<file path="config.mk">
export PLATFORM = sky130hd
export DESIGN_NAME = png_chunk_scan_and_mask_core
export DESIGN_NICKNAME = d
export VERILOG_FILES = /design/src/sv/pcsm_pkg.sv /design/src/sv/pcsm_front.sv /design/src/sv/pcsm_back.sv /design/src/sv/png_chunk_scan_and_mask_core.sv
export SDC_FILE = /design/constraint.sdc
export NUM_CORES = 1
export LEC_CHECK = 0
export BUFFER_PORTS_ARGS = -buffer_cell sky130_fd_sc_hd__buf_2
export CAP_MARGIN = 15
export CELL_PAD_IN_SITES_DETAIL_PLACEMENT = 0
export CELL_PAD_IN_SITES_GLOBAL_PLACEMENT = 1
export CORE_ASPECT_RATIO = 1.4
export CORE_MARGIN = 8
export CORE_UTILIZATION = 50
export DETAILED_ROUTE_END_ITERATION = 12
export PLACE_DENSITY = 0.86
export SLEW_MARGIN = 25
export SYNTH_ARGS = -nofsm -noshare
export SYNTH_HDL_FRONTEND = slang
export SYNTH_HIERARCHICAL = 1
export SYNTH_SLANG_ARGS = --single-unit
</file>
<file path="constraint.sdc">
create_clock -name clock -period 14.5 [get_ports clock]
set_input_delay 2.9 -clock clock [delete_from_list [all_inputs] [get_ports clock]]
set_output_delay 2.9 -clock clock [all_outputs]
set_load 0.01 [all_outputs]
</file>
<file path="src/sv/pcsm_pkg.sv">
// Shared constants and item types for the PNG chunk scan and mask block.
package pcsm_pkg;

   localparam int unsigned COUNT_MAX = 255;
   localparam logic [7:0] COUNT_LIMIT = (COUNT_MAX > 255) ? 8'd255 : 8'(COUNT_MAX);

   localparam logic [31:0] TAG_IDAT = 32'h4944_4154;
   localparam logic [31:0] TAG_IHDR = 32'h4948_4452;
   localparam logic [31:0] HDR_LEN = 32'd13;
   localparam logic [3:0] HDR_LAST_OFFSET = 4'd12;
   localparam logic [3:0] HDR_WORD1_OFFSET = 4'd8;
   localparam int unsigned HDR_BYTE_COUNT = 5;
   localparam int unsigned HDR_BYTE_W = $clog2(HDR_BYTE_COUNT);

   localparam int unsigned QUEUE_DEPTH = 2;
   localparam int unsigned QPTR_W = (QUEUE_DEPTH > 1) ? $clog2(QUEUE_DEPTH) : 1;
   localparam int unsigned QCNT_W = $clog2(QUEUE_DEPTH + 1);

   typedef struct packed {
      logic [7:0]  data;
      logic        last;
      logic        is_idat;
      logic        is_ihdr;
      logic [31:0] length;
   } scan_item_type;

   typedef struct packed {
      logic [7:0]  out_byte;
      logic        masked;
      logic        out_last;
      logic [31:0] img_width;
      logic [31:0] img_height;
      logic [7:0]  bit_depth;
      logic [7:0]  colour_type;
      logic [7:0]  compression_kind;
      logic [7:0]  filter_kind;
      logic [7:0]  interlace_kind;
      logic [1:0]  header_status;
      logic [7:0]  data_chunks;
   } result_type;

endpackage

</file>
<file path="src/sv/pcsm_front.sv">
// Front end: byte history, tag classification and the queue toward the back end.
module pcsm_front (
   input  logic                    clock,
   input  logic                    reset,
   input  logic                    push,
   output logic                    full,
   input  logic [7:0]              in_byte,
   input  logic                    in_last,
   output pcsm_pkg::scan_item_type item,
   output logic                    item_valid,
   input  logic                    item_take
);
   import pcsm_pkg::*;

   logic [63:0]   history_ff;
   logic [63:0]   history_in;
   scan_item_type queue_ff [QUEUE_DEPTH];
   scan_item_type new_item;
   logic [QPTR_W-1:0] wr_ptr_ff;
   logic [QPTR_W-1:0] rd_ptr_ff;
   logic [QCNT_W-1:0] count_ff;
   logic          push_ok;
   logic          take_ok;

   assign full       = (count_ff == QCNT_W'(QUEUE_DEPTH));
   assign item_valid = (count_ff != '0);
   assign push_ok    = push && !full;
   assign take_ok    = item_take && item_valid;
   assign item       = queue_ff[rd_ptr_ff];

   assign history_in = {history_ff[55:0], in_byte};

   always_comb begin
      new_item.data    = in_byte;
      new_item.last    = in_last;
      new_item.is_idat = (history_in[31:0] == TAG_IDAT);
      new_item.is_ihdr = (history_in[31:0] == TAG_IHDR);
      new_item.length  = history_in[63:32];
   end

   always_ff @(posedge clock) begin
      if (reset) begin
         history_ff <= '0;
         wr_ptr_ff  <= '0;
         rd_ptr_ff  <= '0;
         count_ff   <= '0;
      end else begin
         if (push_ok) begin
            history_ff          <= history_in;
            queue_ff[wr_ptr_ff] <= new_item;
            wr_ptr_ff <= (wr_ptr_ff == QPTR_W'(QUEUE_DEPTH - 1)) ? '0 : wr_ptr_ff + 1'b1;
         end
         if (take_ok) begin
            rd_ptr_ff <= (rd_ptr_ff == QPTR_W'(QUEUE_DEPTH - 1)) ? '0 : rd_ptr_ff + 1'b1;
         end
         if (push_ok && !take_ok) begin
            count_ff <= count_ff + 1'b1;
         end else if (!push_ok && take_ok) begin
            count_ff <= count_ff - 1'b1;
         end
      end
   end

endmodule

</file>
<file path="src/sv/pcsm_back.sv">
// Back end: masking, header capture, tag count and the result queue.
module pcsm_back (
   input  logic                    clock,
   input  logic                    reset,
   input  pcsm_pkg::scan_item_type item,
   input  logic                    item_valid,
   output logic                    item_take,
   output pcsm_pkg::result_type    result,
   output logic                    empty,
   input  logic                    pop
);
   import pcsm_pkg::*;

   typedef enum logic [1:0] {
      HDR_IDLE = 2'd0,
      HDR_READ = 2'd1,
      HDR_DONE = 2'd2,
      HDR_BAD  = 2'd3
   } hdr_state_type;

   logic [31:0]   mask_ff,   mask_in;
   hdr_state_type hdr_ff,    hdr_in;
   logic [3:0]    offset_ff, offset_in;
   logic [63:0]   dims_ff,   dims_in;
   logic [HDR_BYTE_COUNT-1:0][7:0] bytes_ff, bytes_in;
   logic [7:0]    tags_ff,   tags_in;
   logic [31:0]   mask_dec;
   logic          is_masked;
   logic [HDR_BYTE_W-1:0] byte_off;
   result_type    res_in;

   result_type        queue_ff [QUEUE_DEPTH];
   logic [QPTR_W-1:0] wr_ptr_ff;
   logic [QPTR_W-1:0] rd_ptr_ff;
   logic [QCNT_W-1:0] count_ff;
   logic              res_full;
   logic              pop_ok;

   assign res_full  = (count_ff == QCNT_W'(QUEUE_DEPTH));
   assign empty     = (count_ff == '0);
   assign pop_ok    = pop && !empty;
   assign item_take = item_valid && !res_full;
   assign result    = queue_ff[rd_ptr_ff];
   assign byte_off  = HDR_BYTE_W'(offset_ff - HDR_WORD1_OFFSET);

   always_comb begin
      is_masked = (mask_ff != '0);
      mask_dec  = is_masked ? mask_ff - 32'd1 : mask_ff;
      mask_in   = mask_dec;
      hdr_in    = hdr_ff;
      offset_in = offset_ff;
      dims_in   = dims_ff;
      bytes_in  = bytes_ff;
      tags_in   = tags_ff;

      // capture this byte while reading the header
      if (hdr_ff == HDR_READ) begin
         if (offset_ff < HDR_WORD1_OFFSET) begin
            dims_in = {dims_ff[55:0], item.data};
         end else begin
            bytes_in[byte_off] = item.data;
         end
         if (offset_ff == HDR_LAST_OFFSET) begin
            hdr_in    = HDR_DONE;
            offset_in = '0;
         end else begin
            offset_in = offset_ff + 4'd1;
         end
      end

      if (item.is_idat) begin
         if (tags_ff < COUNT_LIMIT) begin
            tags_in = tags_ff + 8'd1;
         end
         if (item.length > mask_dec) begin
            mask_in = item.length;
         end
      end

      if (item.is_ihdr && (hdr_in == HDR_IDLE)) begin
         if (item.length == HDR_LEN) begin
            hdr_in    = HDR_READ;
            offset_in = '0;
         end else begin
            hdr_in = HDR_BAD;
         end
      end

      res_in.out_byte         = is_masked ? 8'd0 : item.data;
      res_in.masked           = is_masked;
      res_in.out_last         = item.last;
      res_in.img_width        = dims_in[63:32];
      res_in.img_height       = dims_in[31:0];
      res_in.bit_depth        = bytes_in[0];
      res_in.colour_type      = bytes_in[1];
      res_in.compression_kind = bytes_in[2];
      res_in.filter_kind      = bytes_in[3];
      res_in.interlace_kind   = bytes_in[4];
      res_in.header_status    = hdr_in;
      res_in.data_chunks      = tags_in;
   end

   always_ff @(posedge clock) begin
      if (reset) begin
         mask_ff   <= '0;
         hdr_ff    <= HDR_IDLE;
         offset_ff <= '0;
         dims_ff   <= '0;
         bytes_ff  <= '0;
         tags_ff   <= '0;
         wr_ptr_ff <= '0;
         rd_ptr_ff <= '0;
         count_ff  <= '0;
      end else begin
         if (item_take) begin
            mask_ff             <= mask_in;
            hdr_ff              <= hdr_in;
            offset_ff           <= offset_in;
            dims_ff             <= dims_in;
            bytes_ff            <= bytes_in;
            tags_ff             <= tags_in;
            queue_ff[wr_ptr_ff] <= res_in;
            wr_ptr_ff <= (wr_ptr_ff == QPTR_W'(QUEUE_DEPTH - 1)) ? '0 : wr_ptr_ff + 1'b1;
         end
         if (pop_ok) begin
            rd_ptr_ff <= (rd_ptr_ff == QPTR_W'(QUEUE_DEPTH - 1)) ? '0 : rd_ptr_ff + 1'b1;
         end
         if (item_take && !pop_ok) begin
            count_ff <= count_ff + 1'b1;
         end else if (!item_take && pop_ok) begin
            count_ff <= count_ff - 1'b1;
         end
      end
   end

endmodule

</file>
<file path="src/sv/png_chunk_scan_and_mask_core.sv">
// Top level of the PNG chunk scanner and IDAT payload masker.
// Takes one file byte per item and returns one result item per byte, one item
// per clock sustained while neither queue is full. The front end shifts the
// byte history and classifies IHDR/IDAT tags into a two-entry queue; the back
// end applies the mask count, header capture and tag count per item and writes
// into a two-entry result queue, whose head drives the rsp_ ports. The back
// end's state update sets the rate. Results carry the header fields and
// status as they stand after the byte.
module png_chunk_scan_and_mask_core (
   input  logic        clock,
   input  logic        reset,
   input  logic        req_push,
   output logic        req_full,
   input  logic [7:0]  req_in_byte,
   input  logic        req_in_last,
   output logic        rsp_empty,
   input  logic        rsp_pop,
   output logic [7:0]  rsp_out_byte,
   output logic        rsp_masked,
   output logic        rsp_out_last,
   output logic [31:0] rsp_img_width,
   output logic [31:0] rsp_img_height,
   output logic [7:0]  rsp_bit_depth,
   output logic [7:0]  rsp_colour_type,
   output logic [7:0]  rsp_compression_kind,
   output logic [7:0]  rsp_filter_kind,
   output logic [7:0]  rsp_interlace_kind,
   output logic [1:0]  rsp_header_status,
   output logic [7:0]  rsp_data_chunks
);
   import pcsm_pkg::*;

   scan_item_type scan_item;
   logic          scan_valid;
   logic          scan_take;
   result_type    result;

   pcsm_front u_front (
      .clock      (clock),
      .reset      (reset),
      .push       (req_push),
      .full       (req_full),
      .in_byte    (req_in_byte),
      .in_last    (req_in_last),
      .item       (scan_item),
      .item_valid (scan_valid),
      .item_take  (scan_take)
   );

   pcsm_back u_back (
      .clock      (clock),
      .reset      (reset),
      .item       (scan_item),
      .item_valid (scan_valid),
      .item_take  (scan_take),
      .result     (result),
      .empty      (rsp_empty),
      .pop        (rsp_pop)
   );

   assign rsp_out_byte         = result.out_byte;
   assign rsp_masked           = result.masked;
   assign rsp_out_last         = result.out_last;
   assign rsp_img_width        = result.img_width;
   assign rsp_img_height       = result.img_height;
   assign rsp_bit_depth        = result.bit_depth;
   assign rsp_colour_type      = result.colour_type;
   assign rsp_compression_kind = result.compression_kind;
   assign rsp_filter_kind      = result.filter_kind;
   assign rsp_interlace_kind   = result.interlace_kind;
   assign rsp_header_status    = result.header_status;
   assign rsp_data_chunks      = result.data_chunks;

endmodule
</file>
# Word-level counts from Yosys, hierarchy flattened
# Memories as Yosys holds them, arrays and structs flattened. A register that Yosys moved wholly into a read port is not among the register bits.
# Cells that the tools add are included.
[word_totals] output_inout_bits=126 word_cells=105 ff_bits=214 mem_bits_rw=334 inputBits=13 mem_count=2
[mem_list] memory="u_back.queue_ff" words=2 width=124 read_ports=1 rd_clocked_by_memory_dff=1 write_ports=1 line_no="pcsm_back.sv:32" text="result_type queue_ff [QUEUE_DEPTH];"
[mem_list] memory="u_front.queue_ff" words=2 width=43 read_ports=1 rd_clocked_by_memory_dff=1 write_ports=1 line_no="pcsm_front.sv:17" text="scan_item_type queue_ff [QUEUE_DEPTH];"
[op_classes] reduce_logical=23 n_addsub=12 magnitude_cmp=5 muxes=39 eq_ne=7
[ops] op="64-bit 2-to-1 mux" count=2
[ops] op="32-bit 2-to-1 mux" count=3
[ops] op="40-bit 2-to-1 mux" count=2
[ops] op="32-bit by 31-bit equality test with 1-bit output (second input constant)" count=2
[ops] op="40-bit bitwise mux" count=1
[ops] op="32-bit by 4-bit equality test with 1-bit output (second input constant)" count=1
[ops] op="32-bit greater-than comparator" count=1
[ops] op="8-bit 2-to-1 mux" count=4
[ops] op="32-bit nonzero test" count=1
[ops] op="32-bit by 1-bit subtractor with 32-bit output (second input constant)" count=1
[ops] op="8-bit demux with 3-bit select" count=1
[ops] op="2-bit 2-to-1 mux" count=8
[ops] op="4-bit 2-to-1 mux" count=4
[ops] op="1-bit 2-to-1 mux" count=14
[ops] op="1-bit logical AND" count=10
[ops] op="8-bit by 1-bit adder with 8-bit output (second input constant)" count=1
[ops] op="8-bit less-than comparator (second input constant)" count=1
[ops] op="1-bit logical NOT" count=7
[ops] op="2-bit nonzero test" count=3
[ops] op="1-bit adder (second input constant)" count=4
[ops] op="2-bit by 1-bit adder with 2-bit output (second input constant)" count=2
[ops] op="4-bit by 1-bit adder with 4-bit output (second input constant)" count=1
[ops] op="2-bit equality test (second input constant)" count=2
[ops] op="4-bit equality test (second input constant)" count=1
[ops] op="other kinds (7)" count=9

# Longest topological paths before layout
[logic_depth] depth_word=8 ltp_mapped=18 ltp_nobuf=16

# By module
# Netlist, hierarchy kept.
[modules_own_cells] module="pcsm_back" instances=1 cells_per_inst=1532 area_per_inst_um2=17971.0 seq_area_each_um2=10550.1
[modules_own_cells] module="pcsm_front" instances=1 cells_per_inst=431 area_per_inst_um2=5525.3 seq_area_each_um2=3803.6

# Least setup slack after synthesis
# No wires, ideal clock.
[synth_path] path_kind="input to register" from="input reset" to="memory u_back/queue_ff[0][0] in the netlist's numbering (enable)" slack_ns=1.960 t_required_ns=13.741 setup_ns=0.759 path_stages=3 arrival_ns=11.782 n_path_buf=2 cell_sequence="clkbuf_1 -> clkbuf_1 -> nor3_1"
[synth_between] elab_chain_cells=2
[synth_lines] element="start, declared" line_no="png_chunk_scan_and_mask_core.sv:11" text="input logic reset,"
[synth_lines] element="1-bit 2-to-1 mux" line_no="pcsm_back.sv:104" text="if (reset) begin"
[synth_lines] element="1-bit 2-to-1 mux (not written as such)" line_no="pcsm_back.sv:122" text="queue_ff[wr_ptr_ff] <= res_in;"
[synth_lines] element="end, declared" line_no="pcsm_back.sv:32"
# Every way passes these cells.

==> impl_metrics.ini <==
[min_path]
min_to = u_front/queue_ff[1][28]
worstHoldPathCells = 0
min_path_type = reg -> reg
hp-start = u_front/history_ff[52]

[routing]
postRouteAntennaNets = 0
drt-pass1-iter-count = 5
viasPerCell = 5.69
wl_per_cell_um = 19.2
wl_um = 51900
drtIter0Drc = 1075
drc = 0
vias = 15400

[yosys]
async_flop_share_pct = 0
synth_cell_types = 59
synth.avg_cell_area_sq_um = 12.0
synth_edf_count = 334
ys_seq_area_share_pct = 61.1
synthesis.instances = 1963
synthesis.area_sq_mm = 0.0235
synth_top_flop_cell = edfxtp_1
yosysWarnings = 6
synth-seq-cells = 550
syn_nets = 2015

[setup_path]
rr_startpoint = u_back/mask_ff[24]
rr_endpoint = u_back/mask_ff[7]
cp.required_ns = 11.60
crit_path_max_fanout = 80
end_kind = primary output
reg2reg_slack_ns = 8.91
r2r_cells = 16
setup.worst_path.start_class = flop
crit_arrival_ns = 2.71
path_class = reg -> out

[timing]
tightest_slew_ns = 1.05
min_period_ns = 5.61
post-route-period-util_pct = 38.7
fmax_mhz = 178
fin_skew_ns = 0.0386
finalSetupViolCount = 0
final-hold-violation-count = 0
grt_setup_unrepaired = no
slew_headroom_pct = 30.3
slew_viol_final = 0
fin_tns_setup_ns = 0
whs_ns = 0.453

[placement]
dp_hpwl_um = 32100
port_buffers = 138
place.gp.congestion = 0.830
post_dp_cell_area_sq_mm = 0.0246

[clock_network]
clk_latency_ns = 0.59
cts_root_buf = clkbuf_16
cts_hold_buf = 0
cts_tree = done
cts.sinks = 550
cts_buffers = 50
cts_setup_buffers = 0
cts_resized = 0
cts_max_path_buffers = 3
clk_pin_slew_ns = 0.06
h-tree-depth = 2

[finish]
final_util_pct = 56.5
final_cell_area_sq_mm = 0.0264
antenna_cells = 0
drive_above_1_share_pct = 25.5
area_delta_synth_final_pct = 12.4
nets = 2095

[pwr]
p_sw_uw = 2280
pwr-share-clk_pct = 22.6
power_density_mw_per_mm2 = 232
total_leakage_power_uw = 0.00934
p_sw_share_pct = 37.1
power.internal_uw = 3860
power_uw = 6130
pwr-share-seq_pct = 36.9
vdd_ir_drop_max_mv = 0.267
p_comb_share_pct = 40.5

[global_route]
grt_pass1_wl_um = 82500
overflow = 0
antenna_found_initial = 0
grt_pass1_vias = 15200
grt_max_degree = 174
track_usage_pct = 18.8

[outcome]
status = finished clean

[die]
start_util_pct = 50.3
die_area_sq_mm = 0.0543
num_rows = 94
die_y_um = 272
ioPinCount = 139
core_area_sq_mm = 0.0467
die_w_um = 199

[run]
cap_violations = 0
==> cell usage after synthesis, drive strengths merged, types with 15 or more instances <==
library cell,instances,area (sq um)
ha,39,488
clkbuf,101,379
nand2,59,221
a31oi,29,196
a2bb2oi,15,131
xor2,21,184
mux2,274,3090
nor3,127,636
buf,24,125
dfxtp,216,4320
inv,16,60.1
or4,23,184
xnor2,16,140
nand3,103,528
edfxtp,334,10000
nor2,262,983
a21oi,88,440
or3,15,93.8
o21ai,88,440
and2,15,93.8
==> metal layers <==
layer | vias up | wire (um) | GRT usage [%]
met3 | 96 | 2350 | 2.28
met4 | 0 | 1500 | 6.23
li1 | 7366 | - | -
met1 | 7576 | 21400 | 23.4
met2 | 364 | 26700 | 33.3
met5 | - | 0 | 0
==> logic make-up after synthesis <==
kind of cell,count (synthesis),share of synthesized area (%)
fa+ha+maj,39,2.08
buf+inv,141,2.40
compound gates,243,5.95
mux,276,13.2
simple gates,677,13.9
flops,550,61.1
xor+xnor,37,1.38
==> how the worst max path moves through the flow <==
stage | start | endpoint | slack, ns | cells after the start
2_1_floorplan | reset | u_back/queue_ff[0][0] | 1.96 | 3
3_3_place_gp | u_back/mask_ff[24] | u_back/mask_ff[7] | 8.77 | 16
3_5_place_dp | u_back/mask_ff[24] | u_back/mask_ff[7] | 8.64 | 16
4_1_cts | flop | rsp_img_width[29] | 8.56 | 3
5_1_grt | u_back/mask_ff[24] | u_back/mask_ff[7] | 8.59 | 16
6_report | flop | rsp_data_chunks[1] | 8.89 | 3
==> power groups by stage <==
stage	clock network [uW]	logic, uW	registers (uW)
floorplan	0	1870	2250
global placement	0	2420	2280
detailed placement	0	2470	2300
CTS	1410	2500	2260
global route	1480	2740	2300
finish	1380	2490	2260
==> worst max-delay path, stage by stage, from the launching register on <==
cell and delay [ns]:
dfxtp_4 0.76, buf_6 0.66, mux2_2 0.44, buf_2 0.15
==> flip-flops by register name (all words and copies together) (netlist names), 2 cells and up, named ones only <==
register and cells:
u_back/dims_ff 64, u_front/count_ff 2, u_front/queue_ff 86, u_back/tags_ff 8, u_back/count_ff 2, u_back/mask_ff 32, u_back/hdr_ff 2, u_front/history_ff 56
u_back/queue_ff 248, u_back/offset_ff 4, u_back/bytes_ff 40
==> layout by cell type, fill, tap and decap left out, types with 14 or more instances in the layout <==
cell	netlist	routed
nor3_1	127	125
dfxtp_1	216	214
o21ai_0	86	85
a31oi_1	28	28
clkbuf_16	0	51
and2_1	15	15
nand4_1	14	14
buf_2	13	137
a2bb2oi_1	15	15
or4_1	20	20
nand3_1	102	102
nor2_1	262	261
ha_1	39	39
a21oi_1	88	88
nand2_1	59	59
edfxtp_1	334	334
xor2_1	21	21
or3_1	15	15
mux2_2	274	274
xnor2_1	16	16
==> area by class of cell <==
type	instances	area, sq um
sequential	550	14400
inverter	16	62.6
clock buffer	67	1380
timing repair buffer	153	826
fill	3787	20300
multi-input combinational	1272	8620
clock inverter	27	375
tap	624	781
==> metrics by stage <==
stage	cells	worst slack (ns)
6_report	2709	8.89
5_1_grt	2709	8.59
4_1_cts	2709	8.56
3_5_place_dp	2615	8.64
3_3_place_gp	2615	8.77
2_1_floorplan	1963	1.96
No activity file was read; power rests on OpenSTA's default activity.
